**src/rtl/core/gwpp_pkg.sv**
```systemverilog
`timescale 1ns / 1ps
// ----------------------------------------------------------------------------
// gwpp_pkg: shared types and constants of the windowed peak picker
// Payload structs, register indexes, exponent tables and datapath widths.
// ----------------------------------------------------------------------------
package gwpp_pkg;

  // circular store geometry
  localparam int ADDR_W       = 11;
  localparam int BUFFER_DEPTH = 1 << ADDR_W;
  localparam int SAMPLE_BITS  = 16;
  localparam int SAMPLE_MAX_W = 24;

  // request opcodes
  localparam logic OP_STORE  = 1'b0;
  localparam logic OP_DETECT = 1'b1;

  // configuration register indexes
  localparam int CFG_IDX_W = 2;
  localparam logic [CFG_IDX_W-1:0] REG_WINDOW_WIDTH = 2'd0;
  localparam logic [CFG_IDX_W-1:0] REG_MIN_SPACING  = 2'd1;
  localparam logic [11:0] MIN_SPACING_RESET = 12'd256;

  // shared divider widths
  localparam int NUM_W = 56;
  localparam int DEN_W = 34;
  localparam int QUO_W = 10;

  // shared multiplier widths
  localparam int MUL_A_W = 24;
  localparam int MUL_B_W = 33;
  localparam int PROD_W  = MUL_A_W + MUL_B_W;

  // x/5 for x < 2^21 as (x*K) >> 24
  localparam logic [21:0] DIV5_MUL   = 22'd3355444;
  localparam int          DIV5_SHIFT = 24;

  typedef struct packed {
    logic                     op;
    logic [ADDR_W-1:0]        position;
    logic signed [15:0]       sample;
  } item_t;

  typedef struct packed {
    logic        peak_found;
    logic        tracking;
    logic [18:0] peak_center;
    logic [10:0] peak_origin;
    logic [12:0] peak_distance;
    logic [18:0] next_center;
  } result_t;

  typedef struct packed {
    logic             start;
    logic [NUM_W-1:0] num;
    logic [DEN_W-1:0] den;
  } div_req_t;

  typedef struct packed {
    logic             done;
    logic             ovf;
    logic [QUO_W-1:0] quot;
  } div_rsp_t;

  // exp(-k) in Q16, k = 0..39
  function automatic logic [16:0] exp_int_q16(input logic [5:0] k);
    logic [16:0] r;
    case (k)
      6'd0:    r = 17'd65536;
      6'd1:    r = 17'd24109;
      6'd2:    r = 17'd8869;
      6'd3:    r = 17'd3263;
      6'd4:    r = 17'd1200;
      6'd5:    r = 17'd442;
      6'd6:    r = 17'd162;
      6'd7:    r = 17'd60;
      6'd8:    r = 17'd22;
      6'd9:    r = 17'd8;
      6'd10:   r = 17'd3;
      6'd11:   r = 17'd1;
      default: r = 17'd0;
    endcase
    return r;
  endfunction

  // exp(-f/16) in Q16, f = 0..15
  function automatic logic [16:0] exp_frac_q16(input logic [3:0] f);
    logic [16:0] r;
    case (f)
      4'd0:    r = 17'd65536;
      4'd1:    r = 17'd61565;
      4'd2:    r = 17'd57836;
      4'd3:    r = 17'd54331;
      4'd4:    r = 17'd51039;
      4'd5:    r = 17'd47947;
      4'd6:    r = 17'd45042;
      4'd7:    r = 17'd42313;
      4'd8:    r = 17'd39750;
      4'd9:    r = 17'd37341;
      4'd10:   r = 17'd35079;
      4'd11:   r = 17'd32954;
      4'd12:   r = 17'd30957;
      4'd13:   r = 17'd29081;
      4'd14:   r = 17'd27319;
      default: r = 17'd25664;
    endcase
    return r;
  endfunction

endpackage

```
**src/rtl/core/gwpp_div.sv**
```systemverilog
`timescale 1ns / 1ps
// ----------------------------------------------------------------------------
// gwpp_div: shared restoring divider
// One quotient bit per cycle, QUO_W bits, with an overflow flag when the
// quotient does not fit.
// ----------------------------------------------------------------------------
module gwpp_div (
  input  logic               clk,
  input  logic               rst,
  input  gwpp_pkg::div_req_t req,
  output gwpp_pkg::div_rsp_t rsp
);

  localparam int QW = gwpp_pkg::QUO_W;
  localparam int NW = gwpp_pkg::NUM_W;
  localparam int CW = $clog2(QW);

  logic [NW-1:0] rem;
  logic [NW-1:0] dsh;
  logic [QW-1:0] quot;
  logic [CW-1:0] cnt;
  logic          busy;
  logic          fin;
  logic          ovf;

  // control
  always_ff @(posedge clk) begin
    if (rst) begin
      busy <= 1'b0;
      fin  <= 1'b0;
      cnt  <= '0;
    end else begin
      fin <= 1'b0;
      if (req.start) begin
        busy <= 1'b1;
        cnt  <= CW'(QW - 1);
      end else if (busy) begin
        if (cnt == '0) begin
          busy <= 1'b0;
          fin  <= 1'b1;
        end else begin
          cnt <= cnt - 1'b1;
        end
      end
    end
  end

  // datapath: compare and subtract the shifted divisor
  always_ff @(posedge clk) begin
    if (req.start) begin
      rem  <= req.num;
      dsh  <= NW'(req.den) << (QW - 1);
      ovf  <= req.num >= (NW'(req.den) << QW);
      quot <= '0;
    end else if (busy) begin
      if (rem >= dsh) begin
        rem  <= rem - dsh;
        quot <= {quot[QW-2:0], 1'b1};
      end else begin
        quot <= {quot[QW-2:0], 1'b0};
      end
      dsh <= dsh >> 1;
    end
  end

  assign rsp.done = fin;
  assign rsp.ovf  = ovf;
  assign rsp.quot = quot;

`ifndef SYNTHESIS
  a_no_restart: assert property (@(posedge clk) disable iff (rst)
    req.start |-> !busy)
    else $error("divider started while busy");
`endif

endmodule

```
**config.mk**
```make
export PLATFORM = sky130hd
export DESIGN_NAME = gwpp_div
export DESIGN_NICKNAME = d
export VERILOG_FILES = /design/src/rtl/core/gwpp_pkg.sv /design/src/rtl/core/gwpp_div.sv
export SDC_FILE = /design/constraint.sdc
export NUM_CORES = 1
export LEC_CHECK = 0
export BUFFER_PORTS_ARGS = -buffer_cell sky130_fd_sc_hd__buf_4
export CORE_ASPECT_RATIO = 1.1
export CORE_MARGIN = 3
export CORE_UTILIZATION = 35
export DETAILED_ROUTE_END_ITERATION = 7
export PLACE_DENSITY = 0.58
export SLEW_MARGIN = 20
export SYNTH_ARGS = -nofsm -noshare
export SYNTH_HDL_FRONTEND = slang
export SYNTH_SLANG_ARGS = --single-unit
```
**constraint.sdc**
```tcl
create_clock -name clk -period 6.6 [get_ports clk]
set_clock_uncertainty 0.05 [all_clocks]
set_input_delay 0.33 -clock clk [delete_from_list [all_inputs] [get_ports clk]]
set_output_delay 0.33 -clock clk [all_outputs]
set_load 0.005 [all_outputs]
```
==> results.sh, run 1 <==
export IMPL_yosysTopAreaCell="edfxtp_1"
export IMPL_clkSinkCount=116
export IMPL_routabilityCongestion=0.860
export IMPL_min_period_ps=4150
export IMPL_io_buffers=104
export IMPL_drive_above_1_share=0.139
export IMPL_cts_tree="yes"
export IMPL_final_nets=1277
export IMPL_syn_inst=1027
export IMPL_ctsResizeCount=0
export IMPL_ys_seq_elements=116
export IMPL_syn2layout_area_growth_pct=17.8
export IMPL_fillers=2517
export IMPL_drc=0
export IMPL_outcome="finished, final reports clean"
export IMPL_placed_area_um2=9830
export IMPL_slowest_delay_ps=540
export IMPL_hold_buffers=0
export IMPL_power_density_nw_per_um2=300
export IMPL_grt_start_max_net_pins=107
export IMPL_p_sw_frac=0.376
export IMPL_synthArstFlopShare=0
export IMPL_crit_path_end_kind="register"
export IMPL_grt_pass1_wl_um=38600
export IMPL_fp_dieH_um=173
export IMPL_synth_fp_nets=1199
export IMPL_synth_cell_types=66
export IMPL_fin_tns_setup_ps=0
export IMPL_yosysMostFrequentCell="nand2_1"
export IMPL_irDropWorstVdd_v=0.000165
export IMPL_p_leak_nw=4.39
export IMPL_cap_violations=0
export IMPL_p_int_w=0.00194
export IMPL_antenna_found_initial=0
export IMPL_clk_pin_slew_ps=60
export IMPL_rsz0062_at_grt="no"
export IMPL_cp_arrival_ps=4180
export IMPL_synth_edff_count=91
export IMPL_wire_per_inst_um=16.9
export IMPL_drt_pass1_iter_count=7
export IMPL_viasPerCell=5.43
export IMPL_start_util=0.358
export IMPL_synth_area_top_cells="edfxtp_1 (31%), ha_1 (11%), dfxtp_1 (5.7%), nand2_1 (5.4%), inv_1 (4.3%)"
export IMPL_syn_area_per_cell_um2=8.59
export IMPL_final_cell_area_um2=10400
export IMPL_core_um2=24600
export IMPL_gr_usage_all_layers=0.176
export IMPL_yosysWarnings=0
export IMPL_pwr_share_comb=0.398
export IMPL_dp_hpwl_um=18400
export IMPL_hold_class="in -> reg"
export IMPL_clock_root_buffer="clkbuf_16"
export IMPL_worstSetupPathType="reg -> reg"
export IMPL_die_x_um=157
export IMPL_h_tree_depth=4
export IMPL_diodes=0
export IMPL_cts_max_path_buffers=2
export IMPL_path_max_fanout=30
export IMPL_clk_latency_ps=430
export IMPL_dr_total_vias=7757
export IMPL_top_level_ports=105
export IMPL_switching_power_w=0.00117
export IMPL_finalCritPeriodShare=0.628
export IMPL_required_ps=6630
export IMPL_slew_violations=0
export IMPL_rows=60
export IMPL_drt_wl_total_um=24100
export IMPL_drt_initial_drc_count=495
export IMPL_slew_headroom=0.290
export IMPL_yosys_most_used_dff="edfxtp_1"
export IMPL_grt_pass1_vias=7596
export IMPL_hold_violations=0
export IMPL_critPathLaunchType="register"
export IMPL_grt_ovfl_total=0
export IMPL_crit_chain="ha_1, nand4_2, or3_1, or4_1, o311a_1, a221o_1, nand2_2, buf_4"
export IMPL_finalSetupViolations=0
export IMPL_crit_slowest_cell="nand2_2"
export IMPL_netlist_area_leader_share=0.310
export IMPL_cts_setup_buffers=0
export IMPL_ys_seq_area_frac=0.366
export IMPL_worst_pin_slew_ps=1060
export IMPL_p_seq_frac=0.315
export IMPL_clockPowerShare=0.287
export IMPL_cts_buffers=17
export IMPL_synth_area_um2=8820
export IMPL_ys_top_cells_by_count="nand2_1 (128), inv_1 (101), edfxtp_1 (91)"
export IMPL_die_area_um2=27200
export IMPL_fmax_mhz=241
export IMPL_ant_nets=0
export IMPL_utilization=0.422
worst max-delay path: cells and delay by family, from the launching register on:
family,cells,cell delay (ps)
AO/OA/AOI/OAI,2,660
adder cells (fa/ha/maj),1,490
buffers and inverters,1,500
flip-flops,1,370
AND/OR/NAND/NOR,4,1710
routing by layer:
layer  vias up  track usage  part of all wire
met3        32       0.0287             0.037
met5         -            0                 0
li1       3918            -                 -
met2       142        0.296              0.48
met1      3665        0.231              0.46
met4         0       0.0550             0.018
per-stage QoR:
stage               setup WS, ps  cells  hold slack, ps  power [W]
detailed placement          2400   1396             438    0.00222
finish                      2450   1428            52.4    0.00312
global route                2180   1428            56.5    0.00332
global placement            2470   1396             431    0.00221
floorplan                   2490   1027             349    0.00191
CTS                         2390   1428            43.2    0.00313
flip-flops by register name, indices dropped and copies added, names as in the netlist:
signal / cells
rem: 56
fin: 1
busy: 1
quot: 10
dsh: 43
ovf: 1
cnt: 4
layout make-up:
type,instances,area (um^2),share of cell area
flip-flops and latches,116,3230,0.311
inverters,101,379,0.0365
repair buffers,109,822,0.0791
well taps,310,388,0.0373
clock inverters,12,91.3,0.00879
clock buffers,20,478,0.0460
multi-input cells,760,5000,0.481
placed cells by master (no fill, tap or decap), types with 6 or more instances in the layout:
cell,instances
a211oi_1,8
a21o_1,25
a21oi_1,59
a31oi_1,9
and3_1,6
buf_4,108
clkbuf_16,18
dfxtp_1,24
edfxtp_1,91
ha_1,78
inv_1,101
mux2i_1,18
nand2_1,127
nand2b_1,6
nand3_1,28
nand4_1,23
nor2_1,71
nor2b_1,9
nor3_1,23
nor3b_1,6
nor4_1,10
o211ai_1,13
o21a_1,13
o21ai_0,68
o21bai_1,10
o31ai_1,38
or3_1,6
xnor2_1,14
xor2_1,21
power groups by stage:
stage          sequential, W  clock, W  combinational, W
3_5_place_dp        0.000996         0           0.00122
3_3_place_gp        0.000991         0           0.00122
4_1_cts             0.000982  0.000911           0.00123
6_report            0.000982  0.000896           0.00124
5_1_grt             0.000993  0.000945           0.00138
2_1_floorplan       0.000976         0          0.000930
logic make-up (layout without fill, tap and decap cells):
logic type,Yosys count,count (layout),synth area share
simple gates,339,339,0.182
compound gates,287,287,0.214
buf+inv,151,242,0.0668
flops,116,116,0.366
fa+ha+maj,79,79,0.113
xor+xnor,35,35,0.0347
mux,20,20,0.0230
path summary, 6_finish.rpt:
path | cells after the start | startpoint | end | slack, ps
worst max-delay path | 8 | rem[25] | rem[32] | 2450
worst min-delay path | 2 | rst | busy | 50
worst max register to register | 8 | rem[25] | rem[32] | 2450
worst min register to register | 2 | quot[9] | quot[9] | 440
Power figures use the tool's default switching activity.
==> inputs of run 2 (changes only) <==
==> constraint.sdc (replaced) <==
create_clock -name clk -period 4.3 [get_ports clk]
set_clock_uncertainty 0.05 [all_clocks]
set_input_delay 0.215 -clock clk [delete_from_list [all_inputs] [get_ports clk]]
set_output_delay 0.215 -clock clk [all_outputs]
set_load 0.005 [all_outputs]
==> results.sh, run 2 (synthesis results as in run 1) <==
export IMPL_top_register="rem"
export IMPL_drt_initial_drc_count=489
export IMPL_hold_violations=0
export IMPL_power_density_nw_per_um2=464
export IMPL_io_buffers=104
export IMPL_highest_layer="met4"
export IMPL_grt_pass1_wl_um=38700
export IMPL_core_um2=24600
export IMPL_outcome="finished, final reports clean"
export IMPL_routabilityCongestion=0.888
export IMPL_crit_chain="ha_1, nand4_2, or3_1, or4_1, o311a_1, a221o_1, nand2_2, buf_4"
export IMPL_ant_nets=0
export IMPL_clk_pin_slew_ps=60
export IMPL_gr_usage_all_layers=0.176
export IMPL_grt_pass1_vias=7596
export IMPL_critPathBufInv=1
export IMPL_largest_register_ffs=56
export IMPL_dp_slack_ps=532
export IMPL_critPathLaunchType="register"
export IMPL_worstReg2RegEnd="rem[44]"
export IMPL_rsz0062_at_grt="no"
export IMPL_path_max_fanout=17
export IMPL_hold_start="req[13]"
export IMPL_slew_headroom=0.372
export IMPL_layoutNonFillerInstCount=1431
export IMPL_drt_pass1_iter_count=5
export IMPL_clock_root_buffer="clkbuf_16"
export IMPL_fmax_mhz=266
export IMPL_slew_violations=0
export IMPL_grt_start_max_net_pins=98
export IMPL_cp_arrival_ps=3830
export IMPL_hold_path_depth=3
export IMPL_layout_commonest_cell="nand2_1"
export IMPL_dp_cells=1398
export IMPL_rows=60
export IMPL_largestRegisters="rem x56, dsh x43, quot x10"
export IMPL_diodes=0
export IMPL_viasPerCell=5.43
export IMPL_worst_r2r_path_depth=8
export IMPL_setup_slack_ps=538
export IMPL_clk_latency_ps=430
export IMPL_p_seq_frac=0.308
export IMPL_wl_met2_um=11500
export IMPL_crit_slowest_cell="or4_1"
export IMPL_fillers=2439
export IMPL_final_nets=1280
export IMPL_irDropWorstVdd_v=0.000292
export IMPL_grt_ovfl_total=0
export IMPL_slowest_delay_ps=490
export IMPL_cp_top_family="simple AND/OR/NAND/NOR gates"
export IMPL_p_sw_frac=0.365
export IMPL_start_util=0.358
export IMPL_die_area_um2=27200
export IMPL_h_tree_depth=4
export IMPL_finalCritPeriodShare=0.875
export IMPL_cts_buffers=17
export IMPL_worstSetupPathType="reg -> reg"
export IMPL_clkSinkCount=116
export IMPL_cts_setup_buffers=0
export IMPL_cts_max_path_buffers=2
export IMPL_layout_common_cells="nand2_1 (127), buf_4 (109), inv_1 (101)"
export IMPL_required_ps=4370
export IMPL_p_int_w=0.00309
export IMPL_drive_above_1_share=0.138
export IMPL_cap_violations=0
export IMPL_rr_startpoint="rem[25]"
export IMPL_top_level_ports=105
export IMPL_met1Wirelength_um=11200
export IMPL_dr_total_vias=7765
export IMPL_min_period_ps=3760
export IMPL_clockPowerShare=0.298
export IMPL_syn2layout_area_growth_pct=18.7
export IMPL_pwr_share_comb=0.394
export IMPL_p_leak_nw=4.43
export IMPL_worst_pin_slew_ps=943
export IMPL_fp_dieH_um=173
export IMPL_switching_power_w=0.00178
export IMPL_drc=0
export IMPL_dp_hpwl_um=18400
export IMPL_wl_met3_um=949
export IMPL_drt_wl_total_um=23900
export IMPL_antenna_found_initial=0
export IMPL_wire_per_inst_um=16.7
export IMPL_cts_tree="yes"
export IMPL_crit_path_end_kind="register"
export IMPL_hold_class="in -> reg"
export IMPL_rrSetupSlack_ps=540
export IMPL_fin_tns_setup_ps=0
export IMPL_hold_end="dsh[22]"
export IMPL_finalSetupViolations=0
export IMPL_die_x_um=157
==> run 2: area by class of cell <==
class | instances | area [um^2] | share of cell area
Tap cell | 310 | 388 | 0.0370
Timing Repair Buffer | 112 | 860 | 0.0821
Clock inverter | 8 | 52.6 | 0.00502
Inverter | 101 | 379 | 0.0362
Clock buffer | 24 | 557 | 0.0532
Sequential cell | 116 | 3230 | 0.309
Multi-Input combinational cell | 760 | 5000 | 0.478
==> run 2: tightest hold or removal path, delay by kind of cell <==
| kind | cells | cell delay [ps] |
|---|---|---|
| AO/OA/AOI/OAI | 1 | 50 |
| buffers and inverters | 1 | 80 |
| AND/OR/NAND/NOR | 1 | 40 |
==> run 2: power groups by stage <==
stage          combinational [W]  sequential (W)  clock, W
5_1_grt                  0.00215         0.00152   0.00152
6_report                 0.00191         0.00150   0.00145
2_1_floorplan            0.00143         0.00150         0
3_5_place_dp             0.00189         0.00152         0
4_1_cts                  0.00191         0.00150   0.00147
3_3_place_gp             0.00189         0.00151         0
==> run 2: metal layers <==
layer | global-route usage | vias up
met5 | 0 | -
met4 | 0.0459 | 0
met3 | 0.0310 | 24
met2 | 0.291 | 175
met1 | 0.237 | 3659
li1 | - | 3907
==> run 2: timing repair <==
action | 4_1_cts | 5_1_grt
endpoints found under the hold margin | 6 | 0
resized for setup | 0 | 0
hold buffers | 1 | 0
setup endpoints to repair | 0 | 0
==> run 2: through the flow <==
stage	hold slack [ps]	area, um^2	util	total power [W]
floorplan	234	8820	-	0.00292
global placement	377	9850	0.400	0.00340
detailed placement	381	9850	0.400	0.00341
CTS	15.3	10500	0.425	0.00488
global route	21.6	10500	0.425	0.00519
finish	17.9	10500	0.425	0.00486
==> run 2: worst max-delay path by stage <==
stage / to / slack (ps) / cells after the start / start
CTS: rem[44] / 510 / 8 / rem[25]
global route: rem[44] / 320 / 13 / rem[0]
detailed placement: rem[47] / 530 / 8 / rem[25]
finish: rem[44] / 540 / 8 / rem[25]
floorplan: rem[0] / 190 / 8 / rem[25]
global placement: rem[47] / 620 / 8 / rem[25]
